===== config.mk =====
export PLATFORM = sky130hd
export DESIGN_NAME = zero_flag_bit_packer
export DESIGN_NICKNAME = d
export VERILOG_FILES = /design/src/design/zfbp_pkg.sv /design/src/design/zfbp_front.sv /design/src/design/zfbp_back.sv /design/src/design/zero_flag_bit_packer.sv
export SDC_FILE = /design/constraint.sdc
export NUM_CORES = 1
export LEC_CHECK = 0
export ABC_AREA = 1
export BUFFER_PORTS_ARGS = -buffer_cell sky130_fd_sc_hd__buf_2
export CELL_PAD_IN_SITES_DETAIL_PLACEMENT = 0
export CELL_PAD_IN_SITES_GLOBAL_PLACEMENT = 1
export CORE_ASPECT_RATIO = 1.2
export CORE_UTILIZATION = 33
export DETAILED_ROUTE_END_ITERATION = 16
export PLACE_DENSITY = 0.58
export REMOVE_ABC_BUFFERS = 1
export SLEW_MARGIN = 25
export SYNTH_ARGS = -nofsm -noshare
export SYNTH_HDL_FRONTEND = slang
export SYNTH_SLANG_ARGS = --single-unit

===== constraint.sdc =====
create_clock -name i_clk -period 10.1 [get_ports i_clk]
set_input_delay 2.02 -clock i_clk [delete_from_list [all_inputs] [get_ports i_clk]]
set_output_delay 2.02 -clock i_clk [all_outputs]
set_load 0.1 [all_outputs]

===== src/design/zfbp_pkg.sv =====
// Shared types and constants for the zero-flag bit packer.
`timescale 1ns / 1ps
`default_nettype none

package zfbp_pkg;

    localparam int unsigned WORD_W = 64;
    localparam int unsigned BYTE_W = 8;
    // Longest run of pending plus newly added bits: seven held bits, a flag and a word.
    localparam int unsigned ACC_W  = 72;
    localparam int unsigned CNT_W  = 7;

    // One classified word as it travels from the front end to the packer.
    typedef struct packed {
        logic              last;
        logic              nonzero;
        logic [WORD_W-1:0] value;
    } t_item;

endpackage

`default_nettype wire


===== src/design/zfbp_front.sv =====
// Front end: accepts words, classifies them as zero or nonzero, and queues them.
`timescale 1ns / 1ps
`default_nettype none

module zfbp_front
    import zfbp_pkg::*;
(
    input  wire logic              i_clk,
    input  wire logic              i_rst_n,
    input  wire logic              i_s_tvalid,
    output logic                   o_s_tready,
    input  wire logic [WORD_W-1:0] i_s_tdata,
    input  wire logic              i_s_tlast,
    output logic                   o_q_valid,
    output t_item                  o_q_item,
    input  wire logic              i_q_pop
);

    t_item       r_mem [2];
    logic        r_wr_ptr;
    logic        r_rd_ptr;
    logic [1:0]  r_count;
    logic        w_push;
    t_item       w_item;

    assign o_s_tready = (r_count != 2'd2);
    assign w_push     = i_s_tvalid && o_s_tready;
    assign o_q_valid  = (r_count != 2'd0);
    assign o_q_item   = r_mem[r_rd_ptr];

    // Sign bit is ignored so that negative zero counts as zero.
    always_comb begin
        w_item.last    = i_s_tlast;
        w_item.nonzero = |i_s_tdata[WORD_W-2:0];
        w_item.value   = i_s_tdata;
    end

    always_ff @(posedge i_clk) begin
        if (w_push) begin
            r_mem[r_wr_ptr] <= w_item;
        end
    end

    always_ff @(posedge i_clk) begin
        if (!i_rst_n) begin
            r_wr_ptr <= 1'b0;
            r_rd_ptr <= 1'b0;
            r_count  <= 2'd0;
        end else begin
            if (w_push) begin
                r_wr_ptr <= ~r_wr_ptr;
            end
            if (i_q_pop) begin
                r_rd_ptr <= ~r_rd_ptr;
            end
            r_count <= r_count + {1'b0, w_push} - {1'b0, i_q_pop};
        end
    end

endmodule

`default_nettype wire


===== src/design/zfbp_back.sv =====
// Back end: merges queued words into a bit accumulator and drains it a byte at a time.
`timescale 1ns / 1ps
`default_nettype none

module zfbp_back
    import zfbp_pkg::*;
(
    input  wire logic              i_clk,
    input  wire logic              i_rst_n,
    input  wire logic              i_q_valid,
    input  wire t_item             i_q_item,
    output logic                   o_q_pop,
    output logic                   o_m_tvalid,
    input  wire logic              i_m_tready,
    output logic [BYTE_W-1:0]      o_m_tdata,
    output logic                   o_m_tlast
);

    // Accumulator is left aligned: the oldest bit sits in the top position and
    // every bit below the count is zero.
    logic [ACC_W-1:0]  r_acc,     n_acc;
    logic [CNT_W-1:0]  r_cnt,     n_cnt;
    logic              r_busy,    n_busy;
    logic              r_last,    n_last;
    logic              r_m_valid, n_m_valid;
    logic [BYTE_W-1:0] r_m_data,  n_m_data;
    logic              r_m_last,  n_m_last;

    logic              w_out_free;
    logic              w_under_byte;
    logic              w_load;
    logic [ACC_W-1:0]  w_new_bits;

    assign w_out_free   = !r_m_valid || i_m_tready;
    assign w_under_byte = (r_cnt[CNT_W-1:3] == '0);
    assign w_load       = i_q_valid && (!r_busy || (w_under_byte && !r_last));
    assign o_q_pop      = w_load;

    // Nonzero word: a one flag then the word; zero word: a single zero flag.
    assign w_new_bits = i_q_item.nonzero ? {1'b1, i_q_item.value, 7'b0} : '0;

    always_comb begin
        n_acc     = r_acc;
        n_cnt     = r_cnt;
        n_busy    = r_busy;
        n_last    = r_last;
        n_m_valid = r_m_valid && !i_m_tready;
        n_m_data  = r_m_data;
        n_m_last  = r_m_last;
        priority if (w_load) begin
            n_acc  = r_acc | (w_new_bits >> r_cnt[2:0]);
            n_cnt  = r_cnt + (i_q_item.nonzero ? CNT_W'(WORD_W + 1) : CNT_W'(1));
            n_last = i_q_item.last;
            n_busy = 1'b1;
        end else if (r_busy && w_out_free && !w_under_byte) begin
            n_m_valid = 1'b1;
            n_m_data  = r_acc[ACC_W-1 -: BYTE_W];
            n_m_last  = 1'b0;
            n_acc     = r_acc << BYTE_W;
            n_cnt     = r_cnt - CNT_W'(BYTE_W);
        end else if (r_busy && w_out_free && r_last) begin
            // Flush: pending bits already sit zero padded in the top byte.
            n_m_valid = 1'b1;
            n_m_data  = r_acc[ACC_W-1 -: BYTE_W];
            n_m_last  = 1'b1;
            n_acc     = '0;
            n_cnt     = '0;
            n_last    = 1'b0;
            n_busy    = 1'b0;
        end else begin
            n_acc = r_acc;
        end
    end

    always_ff @(posedge i_clk) begin
        r_m_data <= n_m_data;
        r_m_last <= n_m_last;
    end

    always_ff @(posedge i_clk) begin
        if (!i_rst_n) begin
            r_acc     <= '0;
            r_cnt     <= '0;
            r_busy    <= 1'b0;
            r_last    <= 1'b0;
            r_m_valid <= 1'b0;
        end else begin
            r_acc     <= n_acc;
            r_cnt     <= n_cnt;
            r_busy    <= n_busy;
            r_last    <= n_last;
            r_m_valid <= n_m_valid;
        end
    end

    assign o_m_tvalid = r_m_valid;
    assign o_m_tdata  = r_m_data;
    assign o_m_tlast  = r_m_last;

endmodule

`default_nettype wire


===== src/design/zero_flag_bit_packer.sv =====
// Top level of the zero-flag bit packer: front end, queue and byte packer.
`timescale 1ns / 1ps
`default_nettype none

// The block compresses a stream of 64-bit double-precision words into bytes.
// A word whose bits 62 to 0 are all zero (positive or negative zero) adds a
// single 0 bit; any other word adds a 1 bit followed by all 64 bits of the
// word, most significant first. Bits fill the output bytes from the most
// significant end, and each byte leaves as soon as it is complete. The word
// that arrives with tlast set closes the stream: one more byte is always sent,
// holding the leftover bits padded with zeros (or all zeros when none are
// left), and it carries tlast. The packer state then returns to its reset
// value. A front end classifies each word and places it in a two-entry queue,
// so input transactions continue while the packer drains earlier words. The
// output is a single registered byte per clock while tready stays high, and
// that port sets the pace: a nonzero word yields eight or nine bytes, and a
// zero word yields one only when its flag bit completes a byte, plus the
// flush byte on the last word.
// Input tready is high straight after reset.

module zero_flag_bit_packer
    import zfbp_pkg::*;
(
    input  wire logic              i_clk,
    input  wire logic              i_rst_n,
    input  wire logic              i_s_tvalid,
    output logic                   o_s_tready,
    input  wire logic [WORD_W-1:0] i_s_tdata,   // [63:0] value_bits
    input  wire logic              i_s_tlast,   // last_value
    output logic                   o_m_tvalid,
    input  wire logic              i_m_tready,
    output logic [BYTE_W-1:0]      o_m_tdata,   // [7:0] out_byte
    output logic                   o_m_tlast    // last_byte
);

    logic  w_q_valid;
    t_item w_q_item;
    logic  w_q_pop;

    // Accepts and classifies words, buffering up to two of them.
    zfbp_front u_front (
        .i_clk      (i_clk),
        .i_rst_n    (i_rst_n),
        .i_s_tvalid (i_s_tvalid),
        .o_s_tready (o_s_tready),
        .i_s_tdata  (i_s_tdata),
        .i_s_tlast  (i_s_tlast),
        .o_q_valid  (w_q_valid),
        .o_q_item   (w_q_item),
        .i_q_pop    (w_q_pop)
    );

    // Packs the bits and presents one byte per transaction.
    zfbp_back u_back (
        .i_clk      (i_clk),
        .i_rst_n    (i_rst_n),
        .i_q_valid  (w_q_valid),
        .i_q_item   (w_q_item),
        .o_q_pop    (w_q_pop),
        .o_m_tvalid (o_m_tvalid),
        .i_m_tready (i_m_tready),
        .o_m_tdata  (o_m_tdata),
        .o_m_tlast  (o_m_tlast)
    );

endmodule

`default_nettype wire


Word-level counts from Yosys, hierarchy flattened
Memory sizes are Yosys's and may differ from the RTL's. A register that Yosys moved wholly into a read port is not among the register bits.
Cells that the tools add are included.
{"block": "classes", "add_sub_neg": 4, "n_eq_ne": 2, "n_shift": 1, "mux": 22, "n_bitwise": 4, "reduce_logical": 22}
{"cell": "2-to-1 mux 72 bit", "n": 4}
{"cell": "OR 72 bit", "n": 1}
{"cell": "right shift 72 x 3 -> 72 bit", "n": 1}
{"cell": "OR reduction 63 bit", "n": 1}
{"cell": "2-to-1 mux 7 bit", "n": 4}
{"cell": "2-to-1 mux 8 bit", "n": 2}
{"cell": "2-to-1 mux 1 bit", "n": 12}
{"cell": "adder 7 bit", "n": 1}
{"cell": "logical AND 1 bit", "n": 7}
{"cell": "subtractor 7 x 4 -> 7 bit (second input constant)", "n": 1}
{"cell": "nonzero test 2 bit", "n": 3}
{"cell": "logical NOT 1 bit", "n": 5}
{"cell": "logical NOT 4 bit", "n": 1}
{"cell": "!= test 2 bit (second input constant)", "n": 2}
{"cell": "AND reduction 2 bit", "n": 2}
{"cell": "NOT 1 bit", "n": 3}
{"cell": "nonzero test 3 bit", "n": 1}
{"cell": "adder 2 x 1 -> 2 bit", "n": 1}
{"cell": "logical OR 1 bit", "n": 2}
{"cell": "subtractor 2 x 1 -> 2 bit", "n": 1}
{"block": "word_totals", "reg_bits": 95, "ramBits": 132, "wordCells": 66, "memories": 1}
{"memory": "u_front.r_mem", "words": 2, "word_bits": 66, "rd": 1, "rd_ports_with_merged_regs": 1, "wr": 1, "line_no": "zfbp_front.sv:19", "text": "t_item r_mem [2];"}

Longest topological paths before layout
Gate-level depths: netlist (run 1).
{"block": "logic_depth", "depth_word": 7, "mapped_depth": 13, "mapped_depth_nobuf": 12}

Hierarchy
Synthesis (run 1) repeated with hierarchy kept, for this count alone.
{"block": "hier_totals", "cells_unflattened": 1491, "hier_area_um2": 12369.4}
{"mod": "zfbp_back", "n_inst": 1, "cells_per_inst": 1191, "area_each_um2": 6984.2, "seq_area_each_um2": 1911.8}
{"mod": "zfbp_front", "n_inst": 1, "cells_per_inst": 300, "area_each_um2": 5385.2, "seq_area_each_um2": 4063.9}

Least setup slack after synthesis (run 1)
No wires, ideal clock.
{"block": "synth_path", "kind": "in2reg", "startpoint": "in i_s_tvalid", "endpoint": "mem u_front.r_mem[1][0] (netlist name) (enable)", "setup_time_ns": 0.492, "arrival_ns": 4.939, "slack_ns": 4.669, "cell_stages": 2, "path_buffers": 0, "path_cell_list": "nand2_1 > nor2_1"}
{"block": "synth_via", "elab_chain_len": 3}
{"element": "start, declared", "line_no": "zero_flag_bit_packer.sv:26", "text": "input wire logic i_s_tvalid,"}
{"element": "logical AND 1 bit", "line_no": "zfbp_front.sv:27", "text": "assign w_push = i_s_tvalid && o_s_tready;"}
{"element": "2-to-1 mux 1 bit", "line_no": "zfbp_front.sv:39", "text": "if (w_push) begin"}
{"element": "2-to-1 mux 1 bit (implied by the code)", "line_no": "zfbp_front.sv:40", "text": "r_mem[r_wr_ptr] <= w_item;"}
{"element": "end, declared", "line_no": "zfbp_front.sv:19"}
Every way passes these cells.

Final worst setup path (run 1)
{"block": "layout_path", "startpoint": "reg u_front.r_count[0]", "endpoint": "out o_s_tready"}
{"block": "layout_via", "elab_chain_len": 1}
{"element": "start, declared", "line_no": "zfbp_front.sv:22", "text": "logic [1:0] r_count;"}
{"element": "start signal, assigned", "line_no": "zfbp_front.sv:56", "text": "r_count <= r_count + {1'b0, w_push} - {1'b0, i_q_pop};"}
{"element": "!= test 2 bit", "line_no": "zfbp_front.sv:26", "text": "assign o_s_tready = (r_count != 2'd2);"}
{"element": "end, declared", "line_no": "zero_flag_bit_packer.sv:27", "text": "output logic o_s_tready,"}
Every way passes these cells.

==> summary by stage, run 1 <==
Run status
The run finished with clean final reports.

Yosys
The area share of the largest cell type after synthesis is 36.6%. The library cell with the highest instance count after synthesis is sky130_fd_sc_hd__nand2_1. The number of different library cells in the post-synthesis netlist is 34. The predominant post-synthesis flop cell is sky130_fd_sc_hd__edfxtp_1.

The count of state elements after synthesis is 228. The fraction of registers with async set/reset is 0%. The number of warnings printed during yosys synthesis is 0. Counting flops with a built-in enable in the synthesized netlist gives 141. The sequential area share after synthesis is 51.6%. The commonest cells after synthesis are sky130_fd_sc_hd__nand2_1 (483), sky130_fd_sc_hd__nand3_1 (405), sky130_fd_sc_hd__edfxtp_1 (141), sky130_fd_sc_hd__dfxtp_1 (87), sky130_fd_sc_hd__nor2_1 (85).

Of all cell types, the one taking the most synthesized area is sky130_fd_sc_hd__edfxtp_1. The gate count after technology mapping is 1462. After synthesis, the cell types taking the most area are sky130_fd_sc_hd__edfxtp_1 (37%), sky130_fd_sc_hd__nand3_1 (17%), sky130_fd_sc_hd__nand2_1 (16%), sky130_fd_sc_hd__dfxtp_1 (15%), sky130_fd_sc_hd__nor2_1 (2.8%). Dividing the synthesized area by the synthesized cell count gives 7.92 µm². The mapped netlist covers 11600 µm².

Setup path
The depth of the worst register-to-register path is 9. The worst setup path startpoint is u_front.r_count[0]. The critical path goes through inv_1, nand2_1, buf_2. The family with the most delay on the worst path is buffers and inverters. The endpoint of the most critical register-to-register path is u_back.r_acc[64].

For this design, the slowest cell found on the critical path is sky130_fd_sc_hd__buf_2. The type of destination of the critical path is an output port. Together, buffers and inverters on the worst path number 2. The largest single stage delay on the critical path is 0.42 ns. The top fanout value on the critical path is 3. The data required time at the worst endpoint is 8.08 ns. For flop-to-flop paths, the worst setup slack is 7.13 ns.

The worst setup path is launched from a flop. The kind of critical path is reg -> out. The arrival time of the worst setup path is 1.41 ns.

Routing
The residual antenna-violating net count after detailed routing is 0. The number of DRC markers in iteration 0 is 600. The final layout contains routed wiring with a total length of 32100 µm. The via count normalized by instance count is 4.95. The first detailed-routing pass took 5 iterations. Summed over all nets, wire length on met3 after detailed routing comes to 1080 µm. The per-cell routed wire length is 16.4 µm. The detailed router used layers up to and including met4.

In the detailed route, the total length drawn on met2 is 16100 µm. The met1 routed wirelength after detailed routing is 14100 µm. The via count of the routed design is 9690. In the routed design, unresolved DRC markers number 0.

Worst hold path
The worst hold path passes through 0 cells. The terminating pin of the worst hold path is u_back.o_m_tdata[3]. The worst hold path begins at u_back.r_acc[67]. The path class of the lowest-slack min-delay path is reg -> reg.

Floorplan
Pin placement for this block handled 80 I/O pins. The total core area is 34300 µm². Measured along the x axis, the die boundary spans 173 µm. The starting utilization of the core area is 33.8%. The floorplan step defined a die boundary enclosing 35900 µm². From bottom edge to top edge, the die measures 207 µm. After floorplanning, the core was divided into 74 placement rows.

Clocking
After clock tree synthesis, the clock-pin slew on the worst setup and hold paths is 0.06 ns. The root cell of the clock tree is sky130_fd_sc_hd__clkbuf_16. The hold buffer count at CTS is 0.

Once the clock tree was built, the setup fixing pass inserted 0 buffers. The CTS H-tree depth is 1. The number of clock buffers added by TritonCTS is 26. The CTS tree is done. The clock reaches the later pin of the worst-skew pair after 0.54 ns. Post-CTS repair changed the size of 0 cells. The number of buffers on the longest clock path is 3. The number of sinks driven by the clock tree is 228.

Timing
Setup violations remaining at the end of the flow were counted as 0. The number of hold-slack violations in the final timing report is 0. The transition time at the pin with the least slew margin is 1.02 ns. The max-slew violation count is 0.

The final critical-path required period is 3.43 ns. Setup repair after global routing left no endpoint under its margin. The worst setup skew after layout is 0.00886 ns. Hold is met by 0.432 ns.

The share of the clock period used by the worst path is 34.0%. The total negative slack for setup checks is 0 ns. For this run, the top clock speed supported by timing is 0.291 GHz. Measured against its own limit, the worst slew margin works out to 32.2%.

Cells and area
Cells fill 38.1% of the core in the end. The repair_antennas step left the layout with diodes totalling 0. The register cell area after layout is 5980 µm². The share of post-route cells with drive strength above 1 is 9.98%. The number of nets in the finished design is 1556. The filler cell count in the final layout is 3583. The layout-stage area growth over the synthesis result is 12.8%. Summing all non-filler instances in the final layout gives an area of 13100 µm². The area of the multi-input gates is 4900 µm².

Global route
Entering global routing, the biggest net connects 133 pins. The initial antenna violation count came to 0. Global routing used 18.0% of the available tracks. The global-route wire length before repair is 51700 µm. The number of global-route vias before repair was 9286.

For this run the aggregate overflow at the end of global routing stands at 0.

Placement
The half-perimeter wire length after placement is 20200 µm. The congestion estimate from routability-driven global placement came to 0.743. The total of buffers placed on input and output ports is 79. In this run the cell area measured after placement is 12200 µm².

Power and ir drop
The power density over the cells is 323 nW/µm². The overall power of the completed layout is 4220 µW. The worst vdd rail ir drop is 0.137 mV. The leakage power is 0.00569 µW.

Job
The tool flagged a number of max-cap violations equal to 0.
## flip-flops by register name (all words and copies together) (netlist names), named ones only
register and flops:
u_back.o_m_tdata 8, u_back.o_m_tlast 1, u_back.o_m_tvalid 1, u_back.r_acc 72, u_back.r_busy 1, u_back.r_cnt 7, u_back.r_last 1, u_front.r_count 2
u_front.r_mem 132, u_front.r_rd_ptr 1, u_front.r_wr_ptr 1
## worst max-delay path by stage
| stage | endpoint | cells past startpoint |
|---|---|---|
| after detailed placement | u_back.r_acc[12] | 10 |
| final | o_s_tready | 3 |
| after global routing | u_back.r_cnt[5] | 11 |
| after global placement | u_back.r_acc[23] | 9 |
| after floorplan | u_front.r_mem[1][0] | 2 |
| after CTS | o_s_tready | 3 |
## stage by stage
step / setup slack (ns) / cells
after floorplan: 4.67 / 1366
after CTS: 6.63 / 1959
after detailed placement: 6.15 / 1911
after global placement: 6.03 / 1911
final: 6.67 / 1959
after global routing: 6.55 / 1959
## cells by family after synthesis
family,count (synthesis),share of synthesized area [%]
compound gates,34,1.66
xor+xnor,4,0.302
fa+ha+maj,4,0.432
buf+inv,164,6.37
flops,228,51.6
simple gates,1028,39.6
## per-layer routing
layer	up-vias	track usage, %
li1	4965	-
met1	4503	22.5
met2	180	32.1
met3	42	2.09
met4	0	5.98
met5	-	0
## layout make-up
| class | instances | area share [%] |
|---|---|---|
| sequential | 228 | 45.8 |
| multi-input combinational | 1070 | 37.5 |
| clock buffer | 36 | 5.74 |
| tap | 456 | 4.37 |
| timing repair buffer | 89 | 3.63 |
| inverter | 68 | 1.99 |
| clock inverter | 12 | 1.01 |
## cell usage in the layout, fill, tap and decap left out, drive strengths merged
cell and instances:
a22oi 2, nand3b 25, nor2 87, nand3 407, o22ai 1, clkinvlp 1, ha 4, a21boi 2
o21ai 11, a31oi 1, inv 68, bufinv 3, edfxtp 141, nor4 15, or2 2, clkinv 8
o211ai 1, nand2 486, dfxtp 87, nor3 2, a21oi 16, xnor2 1, clkbuf 36, xor2 3
nand4 4, buf 89
## report_power, final
part / switching [µW] / internal [µW]
Sequential: 136 / 1240
Clock: 384 / 591
Combinational: 1310 / 552
Total: 1830 / 2390
Power figures use the tool's default switching activity.
==> run 2, diff against run 1 <==
==> constraint.sdc (replaced) <==
create_clock -name i_clk -period 3.5 [get_ports i_clk]
set_input_delay 0.7 -clock i_clk [delete_from_list [all_inputs] [get_ports i_clk]]
set_output_delay 0.7 -clock i_clk [all_outputs]
set_load 0.1 [all_outputs]
==> summary by stage, run 2 (synthesized netlist as in run 1, its figures left out) <==
Setup path
The startpoint type of the worst setup path is a flop (unchanged). The minimum setup slack among reg-to-reg paths is 1.26 ns (was 7.13 ns). The top fanout value on the critical path came to 33 (was 3). The arrival time of the worst setup path is 2.73 ns (was 1.41 ns). The kind of critical path was reg -> reg (was reg -> out). The type of destination of the critical path is a flop (was output port).

The data required time at the worst endpoint came to 3.99 ns (was 8.08 ns).

Floorplan
The floorplan row count came to 74 (unchanged). The full die area is 35900 µm² (unchanged). The die boundary width is 173 µm (unchanged). The starting utilization of the core area is 33.8% (unchanged). The I/O pin count is 80 (unchanged). The total core area is 34300 µm² (unchanged). The die outline height is 207 µm (unchanged).

Cells and area
The flip-flop count of the largest register, all copies and words added is 132 (unchanged). The register bank with the most flops is u_front.r_mem (unchanged). The area of all placed cells without fillers is 13300 µm² (was 13100 µm²). The leading cell type in the layout, fill and taps excluded is sky130_fd_sc_hd__nand2_1 (unchanged).

The share of post-route cells with drive strength above 1 is 10.7% (was 9.98%). The filler cell count in the final layout is 3633 (was 3583). Highest-count cells in the layout ignoring fill and taps: sky130_fd_sc_hd__nand2_1 (482), sky130_fd_sc_hd__nand3_1 (405), sky130_fd_sc_hd__edfxtp_1 (141) (unchanged). The layout-stage area growth over the synthesis result came to 14.4% (was 12.8%). The count of inserted antenna diode cells is 0 (unchanged). The number of nets in the finished design was 1571 (was 1556).

Clocking
The number of resized instances in the post-cts repair step is 0 (unchanged). The number of buffers on the longest clock path is 3 (unchanged). The number of sinks driven by the clock tree came to 228 (unchanged). The hold buffer count at CTS is 0 (unchanged). The clock latency on the worst-skew pair was 0.55 ns (was 0.54 ns). The CTS tree is done (unchanged). The CTS buffer count came to 27 (was 26). The CTS H-tree depth is 1 (unchanged).

The root cell of the clock tree is sky130_fd_sc_hd__clkbuf_16 (unchanged). The clock-pin slew reported for the worst setup and hold paths after clock tree synthesis is 0.06 ns (about the same). The number of buffers added for setup after CTS is 0 (unchanged).

Global route
The remaining global-route overflow is 0 (unchanged). The global-route wire length before repair is 52300 µm (was 51700 µm). The overall routing resource usage is 18.3% (was 18.0%). The number of global-route vias before repair is 9353 (was 9286).

The largest net degree at the start of global routing is 133 (unchanged). The initial antenna violation count came to 0 (unchanged).

Timing
The number of setup violations in the final report is 0 (unchanged). The final critical-path setup slack is 1.26 ns (was 6.67 ns). The transition time at the pin with the least slew margin is 0.806 ns (was 1.02 ns). The max-slew violation count is 0 (unchanged). RSZ-0062 raised after global routing: false (unchanged).

Derived from the worst setup path, the maximum achievable clock frequency is 0.447 GHz. The worst setup skew after layout is 0.0190 ns (was 0.00886 ns). The max-slew headroom at the worst pin is 46.2% (was 32.2%).

The final critical-path required period is 2.24 ns. In the finished design, the share of the clock period the worst path needs comes to 63.9%. The number of hold-slack violations in the final timing report came to 0 (unchanged).

Routing
The number of DRC markers in iteration 0 is 563 (was 600). The detailed-routing iteration count for the pre-antenna-repair pass came to 5 (unchanged). The residual antenna-violating net count after detailed routing is 0 (unchanged). The via count normalized by instance count is 4.95 (about the same). The post-detailed-route DRC marker count was 0 (unchanged). The via count of the routed design is 9771 (was 9690). The per-cell routed wire length is 16.4 µm (about the same). The total routed wirelength was 32400 µm (was 32100 µm).

Job
The total of max-cap violations is 0 (unchanged).

Placement
The pre-CTS setup slack is 1.11 ns (was 6.15 ns). The half-perimeter wire length after placement was 20800 µm (was 20200 µm). The post-detailed-placement cell area is 12300 µm² (was 12200 µm²).

The routability-driven placement congestion ratio is 0.763 (was 0.743). The total of buffers placed on input and output ports is 79 (unchanged).

Worst hold path
The path class of the lowest-slack min-delay path is in -> reg (was reg -> reg).

Power and ir drop
The power density over the cells was 941 nW/µm² (was 323 nW/µm²). The leakage power is 0.00579 µW (was 0.00569 µW). The worst vdd rail ir drop is 0.437 mV (was 0.137 mV).

Run status
Run status: finished, final reports clean (unchanged).
==> run 2: cell types whose count changed in the layout (fill, tap and decap cells not counted) <==
cell,change
sky130_fd_sc_hd__inv_1,+1
sky130_fd_sc_hd__clkinv_1,+1
sky130_fd_sc_hd__buf_4,+10
sky130_fd_sc_hd__nand2_8,-1
sky130_fd_sc_hd__clkbuf_8,-4
sky130_fd_sc_hd__clkbuf_1,+1
sky130_fd_sc_hd__buf_6,-1
sky130_fd_sc_hd__inv_6,+2
sky130_fd_sc_hd__inv_4,-1
sky130_fd_sc_hd__nand2_4,+1
sky130_fd_sc_hd__bufinv_16,+2
sky130_fd_sc_hd__buf_12,+5
==> run 2: final timing paths <==
| path | end | startpoint | depth (start not counted) |
|---|---|---|---|
| min reg2reg | u_back.o_m_tdata[1] | u_back.r_acc[65] | 0 |
| max reg2reg | u_back.r_acc[46] | u_back.r_cnt[4] | 11 |
| max | u_back.r_acc[46] | u_back.r_cnt[4] | 11 |
| min | u_front.r_mem[1][63] | i_s_tdata[63] | 1 |
==> run 2: layout make-up <==
type                            instances  area, µm²  area share [%]
Timing Repair Buffer                  103        638            4.82
Inverter                               68        258            1.95
Sequential cell                       228       5980            45.1
Clock buffer                           33        698            5.27
Tap cell                              456        571            4.31
Multi-Input combinational cell       1070       4890            36.9
Clock inverter                         17        214            1.61
==> run 2: through the flow <==
step / hold WS (ns) / setup TNS [ns] / cells / util (%) / power, µW
2_1_floorplan: 0.409 / -231.00 / 1366 / - / 7950
3_3_place_gp: 0.416 / 0 / 1925 / 36.0 / 9640
3_5_place_dp: 0.419 / 0 / 1925 / 36.0 / 9660
4_1_cts: 0.306 / 0 / 1975 / 38.7 / 12700
5_1_grt: 0.326 / 0 / 1975 / 38.7 / 13500
6_report: 0.339 / 0 / 1975 / 38.7 / 12500
==> run 2: where the power goes <==
part	switching, µW	internal, µW	total [µW]
registers	357	3580	3940
logic	3880	1720	5600
clock network	1140	1790	2930
total	5380	7090	12500
==> run 2: worst max-delay path: stages, from the launching register on <==
cell	delay (ns)
sky130_fd_sc_hd__dfxtp_1	0.34
sky130_fd_sc_hd__inv_1	0.10
sky130_fd_sc_hd__ha_1	0.25
sky130_fd_sc_hd__nand3_4	0.14
sky130_fd_sc_hd__nand2_8	0.13
sky130_fd_sc_hd__nand2_4	0.09
sky130_fd_sc_hd__nor2_8	0.48
sky130_fd_sc_hd__buf_4	0.29
sky130_fd_sc_hd__nand3_1	0.12
sky130_fd_sc_hd__nand2_1	0.10
sky130_fd_sc_hd__nor2_1	0.05
sky130_fd_sc_hd__nor2_1	0.07
==> run 2: layer usage <==
layer  vias to the layer above  GRT usage, %  share of wire, %
met5                         -             0                 0
met4                         0          4.33               1.4
met3                        28          1.92               2.9
met2                       138          32.7                51
met1                      4613          23.5                45
li1                       4992             -                 -
